==> src/sv/wbpp_pkg.sv <==
// Shared types, constants and helper functions of the wildcard byte pattern patcher.
// No dependencies; every other file of the block imports this package.
package wbpp_pkg;

    localparam int WIN_DEPTH       = 16;
    localparam int MAX_SIG_LEN_DEF = 16;
    localparam int OFFSET_BITS_DEF = 32;

    localparam int CFG_DATA_W  = 64;
    localparam int CFG_IDX_W   = 3;
    localparam int LEN_W       = 5;
    localparam int MASK_W      = 16;
    localparam int IN_TDATA_W  = 8;
    localparam int OUT_OFF_W   = 32;
    localparam int OUT_TDATA_W = 40;
    localparam int FILL_W      = 4;

    typedef logic [WIN_DEPTH-1:0][7:0] win_t;

    typedef enum logic [CFG_IDX_W-1:0] {
        CFG_SIG_LO   = 3'd0,
        CFG_SIG_HI   = 3'd1,
        CFG_SIG_CARE = 3'd2,
        CFG_SIG_LEN  = 3'd3,
        CFG_REP_LO   = 3'd4,
        CFG_REP_HI   = 3'd5,
        CFG_REP_MASK = 3'd6
    } cfg_idx_t;

    // One result beat as it sits in the output buffer.
    typedef struct packed {
        logic [OUT_OFF_W-1:0] offset;
        logic                 found;
        logic                 last;
        logic [7:0]           data;
    } out_beat_t;

    // Reverses the byte order of a 16-byte vector.
    function automatic logic [8*WIN_DEPTH-1:0] rev_bytes(input logic [8*WIN_DEPTH-1:0] v);
        logic [8*WIN_DEPTH-1:0] r;
        for (int j = 0; j < WIN_DEPTH; j++) begin
            r[8*j +: 8] = v[8*(WIN_DEPTH-1-j) +: 8];
        end
        return r;
    endfunction

    // Reverses the bit order of a 16-bit mask.
    function automatic logic [MASK_W-1:0] rev_bits(input logic [MASK_W-1:0] v);
        logic [MASK_W-1:0] r;
        for (int j = 0; j < MASK_W; j++) begin
            r[j] = v[MASK_W-1-j];
        end
        return r;
    endfunction

endpackage

==> src/sv/wildcard_byte_pattern_patcher_core.sv <==
// Top level of the wildcard byte pattern patcher: window, stream state, config registers.
// Depends on wbpp_pkg, wbpp_match and wbpp_out_buf.
//
//   Channel   Direction  Beat contents (lowest bit first)
//   s_*       in         tdata: in_byte[7:0]; tlast: in_last
//   m_*       out        tdata: out_byte[7:0], match_offset[39:8]; tlast: out_last;
//                        tuser: match_found
//   cfg_*     in         write enable, register index, 64-bit write data
//
// The compare and patch of the whole window sit between the window register and the
// output buffer, so bytes stream at one per cycle while s_tready is high.
// A byte that fills the window to 16 pushes the oldest byte out as one beat.
// A last byte starts a flush of fill+1 beats (up to 16, moved from the window register into
// the output buffer one per cycle while it is not full); s_tready is low for the whole flush.
// The two-entry output buffer lets input continue while one result waits; when both
// entries are taken, s_tready drops until the sink takes a beat.
// Reset is synchronous and active low; the window store itself is not cleared, as only
// entries that were written are ever read.
module wildcard_byte_pattern_patcher_core #(
    parameter int MAX_SIG_LEN = wbpp_pkg::MAX_SIG_LEN_DEF,
    parameter int OFFSET_BITS = wbpp_pkg::OFFSET_BITS_DEF
) (
    input  logic                               aclk,
    input  logic                               aresetn,
    // Input stream. s_tdata: in_byte[7:0].
    input  logic                               s_tvalid,
    output logic                               s_tready,
    input  logic [wbpp_pkg::IN_TDATA_W-1:0]    s_tdata,
    input  logic                               s_tlast,
    // Result stream. m_tdata: out_byte[7:0], match_offset[39:8]. m_tuser: match_found.
    output logic                               m_tvalid,
    input  logic                               m_tready,
    output logic [wbpp_pkg::OUT_TDATA_W-1:0]   m_tdata,
    output logic                               m_tlast,
    output logic                               m_tuser,
    // Configuration write port.
    input  logic                               cfg_wr_en,
    input  logic [wbpp_pkg::CFG_IDX_W-1:0]     cfg_index,
    input  logic [wbpp_pkg::CFG_DATA_W-1:0]    cfg_wdata
);
    import wbpp_pkg::*;

    // Configuration registers.
    logic [CFG_DATA_W-1:0]  sig_lo_reg, sig_hi_reg, rep_lo_reg, rep_hi_reg;
    logic [MASK_W-1:0]      care_reg, wmask_reg;
    logic [LEN_W-1:0]       len_reg;

    // Stream state. The window holds the newest byte in entry 0.
    win_t                   win_reg;
    logic [FILL_W-1:0]      fill_reg;
    logic [OFFSET_BITS-1:0] pos_reg;
    logic                   found_reg;
    logic [OFFSET_BITS-1:0] off_reg;
    logic                   drain_reg;
    logic [FILL_W-1:0]      drain_idx_reg;

    logic                   in_acc;
    win_t                   win_app;
    win_t                   win_pat;
    logic [LEN_W-1:0]       fill_app;
    logic                   hit;
    logic [OFFSET_BITS-1:0] len_m1;
    logic [OFFSET_BITS-1:0] start_off;
    logic [OFFSET_BITS-1:0] pos_inc;
    logic [OFFSET_BITS-1:0] off_sel;
    logic [OUT_OFF_W-1:0]   off_sat;
    logic                   norm_push;
    logic                   push;
    logic                   buf_full;
    out_beat_t              push_beat;
    out_beat_t              head;

    always_ff @(posedge aclk) begin
        if (!aresetn) begin
            sig_lo_reg <= '0;
            sig_hi_reg <= '0;
            care_reg   <= '0;
            len_reg    <= '0;
            rep_lo_reg <= '0;
            rep_hi_reg <= '0;
            wmask_reg  <= '0;
        end else if (cfg_wr_en) begin
            case (cfg_idx_t'(cfg_index))
                CFG_SIG_LO:   sig_lo_reg <= cfg_wdata;
                CFG_SIG_HI:   sig_hi_reg <= cfg_wdata;
                CFG_SIG_CARE: care_reg   <= cfg_wdata[MASK_W-1:0];
                CFG_SIG_LEN:  len_reg    <= cfg_wdata[LEN_W-1:0];
                CFG_REP_LO:   rep_lo_reg <= cfg_wdata;
                CFG_REP_HI:   rep_hi_reg <= cfg_wdata;
                CFG_REP_MASK: wmask_reg  <= cfg_wdata[MASK_W-1:0];
                default: ;
            endcase
        end
    end

    // No bytes are taken during a flush or while the output buffer is full.
    assign s_tready = !drain_reg && !buf_full;
    assign in_acc   = s_tvalid && s_tready;

    // The incoming byte enters lane 0 and the rest of the window moves up one lane.
    always_comb begin
        win_app[0] = s_tdata;
        for (int k = 1; k < WIN_DEPTH; k++) begin
            win_app[k] = win_reg[k-1];
        end
    end
    assign fill_app = {1'b0, fill_reg} + LEN_W'(1);

    wbpp_match #(
        .MAX_SIG_LEN (MAX_SIG_LEN)
    ) u_match (
        .win_in    (win_app),
        .fill_cnt  (fill_app),
        .found     (found_reg),
        .sig_bytes ({sig_hi_reg, sig_lo_reg}),
        .sig_care  (care_reg),
        .sig_len   (len_reg),
        .rep_bytes ({rep_hi_reg, rep_lo_reg}),
        .rep_mask  (wmask_reg),
        .win_out   (win_pat),
        .hit       (hit)
    );

    // The match starts len-1 bytes before the newest byte; the position saturates.
    assign len_m1    = OFFSET_BITS'(len_reg - LEN_W'(1));
    assign start_off = (pos_reg >= len_m1) ? (pos_reg - len_m1) : '0;
    assign pos_inc   = (pos_reg == '1) ? pos_reg : (pos_reg + OFFSET_BITS'(1));

    // Outside a flush the offset shown is the one in force after this byte.
    assign off_sel = (!drain_reg && hit) ? start_off : off_reg;

    if (OFFSET_BITS > OUT_OFF_W) begin : g_off_sat
        assign off_sat = (|off_sel[OFFSET_BITS-1:OUT_OFF_W]) ? '1 : off_sel[OUT_OFF_W-1:0];
    end else begin : g_off_ext
        assign off_sat = OUT_OFF_W'(off_sel);
    end

    // A byte that fills all 16 lanes, and is not last, pushes out the oldest lane.
    assign norm_push = in_acc && !s_tlast && (fill_reg == FILL_W'(WIN_DEPTH - 1));
    assign push      = norm_push || (drain_reg && !buf_full);

    always_comb begin
        push_beat.offset = off_sat;
        if (drain_reg) begin
            push_beat.data  = win_reg[drain_idx_reg];
            push_beat.last  = (drain_idx_reg == '0);
            push_beat.found = found_reg;
        end else begin
            push_beat.data  = win_pat[WIN_DEPTH-1];
            push_beat.last  = 1'b0;
            push_beat.found = found_reg || hit;
        end
    end

    always_ff @(posedge aclk) begin
        if (!aresetn) begin
            fill_reg      <= '0;
            pos_reg       <= '0;
            found_reg     <= 1'b0;
            off_reg       <= '0;
            drain_reg     <= 1'b0;
            drain_idx_reg <= '0;
        end else if (drain_reg) begin
            // Flush oldest first; the match flag and offset clear with the final beat.
            if (!buf_full) begin
                drain_idx_reg <= drain_idx_reg - FILL_W'(1);
                if (drain_idx_reg == '0) begin
                    drain_reg <= 1'b0;
                    found_reg <= 1'b0;
                    off_reg   <= '0;
                end
            end
        end else if (in_acc) begin
            if (hit) begin
                found_reg <= 1'b1;
                off_reg   <= start_off;
            end
            if (s_tlast) begin
                fill_reg      <= '0;
                pos_reg       <= '0;
                drain_reg     <= 1'b1;
                drain_idx_reg <= fill_reg;
            end else begin
                pos_reg <= pos_inc;
                if (fill_reg != FILL_W'(WIN_DEPTH - 1)) begin
                    fill_reg <= fill_reg + FILL_W'(1);
                end
            end
        end
    end

    always_ff @(posedge aclk) begin
        if (in_acc) begin
            win_reg <= win_pat;
        end
    end

    wbpp_out_buf u_out_buf (
        .aclk      (aclk),
        .aresetn   (aresetn),
        .push      (push),
        .push_beat (push_beat),
        .full      (buf_full),
        .m_valid   (m_tvalid),
        .m_ready   (m_tready),
        .head      (head)
    );

    assign m_tdata = {head.offset, head.data};
    assign m_tlast = head.last;
    assign m_tuser = head.found;

endmodule

==> src/sv/wbpp_match.sv <==
// Signature compare and in-place patch over the window, newest byte in lane 0.
// Depends on wbpp_pkg.
module wbpp_match #(
    parameter int MAX_SIG_LEN = wbpp_pkg::MAX_SIG_LEN_DEF
) (
    input  wbpp_pkg::win_t                          win_in,
    input  logic [wbpp_pkg::LEN_W-1:0]              fill_cnt,
    input  logic                                    found,
    input  logic [2*wbpp_pkg::CFG_DATA_W-1:0]       sig_bytes,
    input  logic [wbpp_pkg::MASK_W-1:0]             sig_care,
    input  logic [wbpp_pkg::LEN_W-1:0]              sig_len,
    input  logic [2*wbpp_pkg::CFG_DATA_W-1:0]       rep_bytes,
    input  logic [wbpp_pkg::MASK_W-1:0]             rep_mask,
    output wbpp_pkg::win_t                          win_out,
    output logic                                    hit
);
    import wbpp_pkg::*;

    logic                        enable;
    logic [LEN_W-1:0]            shamt;
    logic [8*WIN_DEPTH-1:0]      sig_al;
    logic [8*WIN_DEPTH-1:0]      rep_al;
    logic [MASK_W-1:0]           care_al;
    logic [MASK_W-1:0]           wr_al;
    logic [WIN_DEPTH-1:0]        lane_ok;

    // Lane k holds the k-th newest byte, which lines up with signature byte
    // len-1-k. Reversing the signature and shifting it down by 16-len bytes
    // puts that byte in lane k and zeros (no care, no write) beyond len.
    assign enable  = !found && (sig_len != '0) && (sig_len <= LEN_W'(MAX_SIG_LEN))
                     && (sig_len <= fill_cnt);
    assign shamt   = LEN_W'(WIN_DEPTH) - sig_len;
    assign sig_al  = rev_bytes(sig_bytes) >> {shamt, 3'b000};
    assign rep_al  = rev_bytes(rep_bytes) >> {shamt, 3'b000};
    assign care_al = rev_bits(sig_care) >> shamt;
    assign wr_al   = rev_bits(rep_mask) >> shamt;

    assign hit = enable && (&lane_ok);

    for (genvar k = 0; k < WIN_DEPTH; k++) begin : g_lane
        if (k < MAX_SIG_LEN) begin : g_cmp
            assign lane_ok[k] = !care_al[k] || (win_in[k] == sig_al[8*k +: 8]);
            assign win_out[k] = (hit && wr_al[k]) ? rep_al[8*k +: 8] : win_in[k];
        end else begin : g_pass
            assign lane_ok[k] = 1'b1;
            assign win_out[k] = win_in[k];
        end
    end

endmodule

==> src/sv/wbpp_out_buf.sv <==
// Two-entry output buffer that decouples the result channel from the input side.
// Depends on wbpp_pkg.
module wbpp_out_buf (
    input  logic                  aclk,
    input  logic                  aresetn,
    input  logic                  push,
    input  wbpp_pkg::out_beat_t   push_beat,
    output logic                  full,
    output logic                  m_valid,
    input  logic                  m_ready,
    output wbpp_pkg::out_beat_t   head
);
    import wbpp_pkg::*;

    out_beat_t   slot0_reg, slot0_next;
    out_beat_t   slot1_reg, slot1_next;
    logic [1:0]  count_reg, count_next;
    logic        pop;
    logic [1:0]  wr_pos;

    assign m_valid = (count_reg != 2'd0);
    assign full    = (count_reg == 2'd2);
    assign head    = slot0_reg;
    assign pop     = m_valid && m_ready;
    assign wr_pos  = count_reg - {1'b0, pop};

    always_comb begin
        slot0_next = slot0_reg;
        slot1_next = slot1_reg;
        if (pop) begin
            slot0_next = slot1_reg;
        end
        if (push) begin
            if (wr_pos == 2'd0) begin
                slot0_next = push_beat;
            end else begin
                slot1_next = push_beat;
            end
        end
        count_next = count_reg + {1'b0, push} - {1'b0, pop};
    end

    always_ff @(posedge aclk) begin
        if (!aresetn) begin
            count_reg <= 2'd0;
        end else begin
            count_reg <= count_next;
        end
        slot0_reg <= slot0_next;
        slot1_reg <= slot1_next;
    end

endmodule

==> config.mk <==
export PLATFORM = sky130hd
export DESIGN_NAME = wildcard_byte_pattern_patcher_core
export DESIGN_NICKNAME = d
export VERILOG_FILES = /design/src/sv/wbpp_pkg.sv /design/src/sv/wildcard_byte_pattern_patcher_core.sv /design/src/sv/wbpp_match.sv /design/src/sv/wbpp_out_buf.sv
export SDC_FILE = /design/constraint.sdc
export NUM_CORES = 2
export LEC_CHECK = 0
export ABC_AREA = 1
export BUFFER_PORTS_ARGS = -buffer_cell sky130_fd_sc_hd__buf_4
export CAP_MARGIN = 20
export CORE_UTILIZATION = 30
export CTS_CLUSTER_SIZE = 14
export DETAILED_ROUTE_END_ITERATION = 12
export GPL_TIMING_DRIVEN = 0
export HOLD_SLACK_MARGIN = 0.1
export PLACE_DENSITY = 0.44
export SYNTH_ARGS = -nofsm -noshare
export SYNTH_HDL_FRONTEND = slang
export SYNTH_SLANG_ARGS = --single-unit
==> constraint.sdc <==
create_clock -name aclk -period 7.1 [get_ports aclk]
set_input_delay 1.42 -clock aclk [delete_from_list [all_inputs] [get_ports aclk]]
set_output_delay 1.42 -clock aclk [all_outputs]
set_load 0.01 [all_outputs]
==> impl_metrics.toml <==
[finish]
final_cell_mix = "1,957 x nand2_1, 799 x nor2_1, 727 x o21ai_0"
largest_reg_flops = 120
layout-drive-gt1-share_pct = 8.25
design_area_mm2 = 0.0450
syn_to_final_growth_pct = 16.0
final_common_cell = "nand2_1"
final_core_util_pct = 35.2
fin_nets = 6591

[worst_setup_path]
worst_path_max_delay_cell = "mux2i_1"
cpMostUsedCell = "buf_2"
required_ns = 7.54
cp-start-kind = "flip-flop"
crit_chain = "buf_2 > buf_2 > buf_2 > buf_2 > buf_1 > clkbuf_1 > buf_2 > buf_1 > mux2i_1 > mux2i_1 > o21ai_0 > o21ai_1 > nand3_1 > o21ai_0"
max_stage_delay_ns = 0.93
critPathArrivalTime_ns = 7.47
endpoint_kind = "flip-flop"
path_max_fanout = 11
path_class = "reg2reg"

[route]
drcViolationCount = 0
dr.pass1.iters = 6
drtAntennaViolNets = 0
drt_iter0_drc = 5891
wl_per_cell_um = 32.6
via_per_inst = 5.67
via_count = 46507
wl_mm = 267

[global_route]
antenna_found_initial = 16
overflow = 0
grt_usage_pct = 39.6
grt_pass1_wl_mm = 356
grt_max_degree = 78
grt_pass1_vias = 41704

[synth]
syn_area_mm2 = 0.0388
synth_fp_nets = 6370
yosysWarnings = 0
synth_edf_count = 170
async_reset_ff_share_pct = 0
synth_cells = 6243
synth_xor_area_share_pct = 0.814
synth_top_family_by_area = "simple AND/OR/NAND/NOR gates"
synthSimpleGateAreaFrac_pct = 38.2
synth_area_leaders = "dfxtp_1 21%, nand2_1 19%, edfxtp_1 13%"
ys_ff_latch = 581
seq_area_frac_synth_pct = 34.4
synth_compound_area_share_pct = 16.1
synth_cell_types = 56
netlist.area_leader.share_pct = 21.2
synthAdderAreaFrac_pct = 1.50
synth_top_area_cell = "dfxtp_1"
synth_mux_area_share_pct = 1.29
synth_top_flop_cell = "dfxtp_1"
avgSynthCellArea_um2 = 6.21

[die]
ioPinCount = 125
start_util_pct = 30.3
core_mm2 = 0.128
die_y_um = 361
dieArea_mm2 = 0.131
die_w_um = 361
std_cell_rows = 131

[pwr]
peakVddDrop_mv = 0.186
p_leak_nw = 19.7
cellPowerDensity_mw_per_mm2 = 275
finalPower_w = 0.0124

[clock_network]
htreeDepth = 3
clkTransAtPathRegs_ns = 0.06
numCtsBuffers = 77
clock_latency_ns = 0.71
hold_buffers = 0
clock_sinks = 581
cts_tree = "built"
root_buffer = "clkbuf_16"
clockBufferDepth = 3

[timing]
tightest_slew_ns = 1.20
fmax_ghz = 0.142
fin_setup_tns_ns = 0
fin_crit_sh_pct = 99.1
rsz0062_at_grt = "false"
finalMaxSlewViolations = 0
hold_viol_final = 0
finalClockSkew_ns = 0.0356
setup_viol = 0
post-route-min-period_ns = 7.03
slew_headroom_pct = 20.1
setup_ws_ns = 0.0666

[placement]
hpwlAfterDp_mm = 222
dp_slack_ns = -4.03
port_buffers = 123
placed_area_mm2 = 0.0420
place.gp.congestion = 1.10

[status]
status = "complete, no violations"

[min_path]
min_path_type = "reg2reg"

[flow_run]
maxCapViolations = 0
[routing by layer]
layer  share of wire [%]  global-route usage (%)
met5               0.019                       0
met4                 7.2                    24.5
met3                 8.1                    6.52
met2                  42                    59.6
met1                  42                    52.7
[final timing paths]
check	from	end	depth (start not counted)	slack, ns
worst max-delay path	len_reg[0]	win_app[22]	14	0.07
worst min-delay path	off_reg[26]	off_reg[26]	2	0.46
worst max register to register	len_reg[0]	win_app[22]	14	0.07
worst min register to register	off_reg[26]	off_reg[26]	2	0.46
[cell usage after synthesis, types with 39 or more instances]
| library cell | number |
|---|---|
| inv_1 | 330 |
| nor2_1 | 814 |
| ha_1 | 45 |
| buf_2 | 86 |
| o21ai_0 | 765 |
| a21oi_1 | 243 |
| mux2i_1 | 50 |
| o211ai_1 | 42 |
| nand4_1 | 43 |
| dfxtp_1 | 411 |
| nand2_1 | 1958 |
| buf_1 | 39 |
| edfxtp_1 | 170 |
| nand3_1 | 682 |
| clkbuf_1 | 260 |
[stage by stage]
stage,hold WS (ns),cells
6_report,0.460,8198
5_1_grt,0.487,8185
4_1_cts,0.462,8186
3_5_place_dp,0.453,8042
3_3_place_gp,0.449,8028
2_1_floorplan,0.438,6243
[worst max-delay path: cells and delay by family (launching register included)]
family,cells,cell delay (ns)
AOI/OAI and AO/OA,3,1.03
buffers and inverters,8,3.75
DFF,1,0.32
muxes,2,1.43
and+or+nand+nor,1,0.18
[power breakdown]
group	internal (W)	switching, W
Sequential	0.00392	0.000349
Combinational	0.00106	0.00305
Clock	0.00224	0.00174
Total	0.00722	0.00515
[final cells by class]
| cell class | instances | area, µm² |
|---|---|---|
| fillers | 14434 | 82900 |
| multi-input cells | 4916 | 22700 |
| flip-flops and latches | 581 | 13300 |
| clock inverters | 32 | 343 |
| well taps | 1662 | 2080 |
| inverters | 344 | 1300 |
| repair buffers | 149 | 1250 |
| clock buffers | 106 | 2170 |
| diodes | 13 | 32.5 |
| plain buffers | 395 | 1820 |
[cells by family after synthesis]
family | Yosys count
flip-flops | 581
XOR/XNOR | 36
multiplexers | 50
AND/OR/NAND/NOR | 3614
buffers and inverters | 746
adder cells (fa/ha/maj) | 46
AO/OA/AOI/OAI | 1170
[repair_timing]
action,in CTS,in global routing
gates resized for setup,121,61
cloned,0,0
pin swaps,3,3
buffers inserted,10,2
endpoints found under the setup margin,243,207
Power figures use the tool's default switching activity.
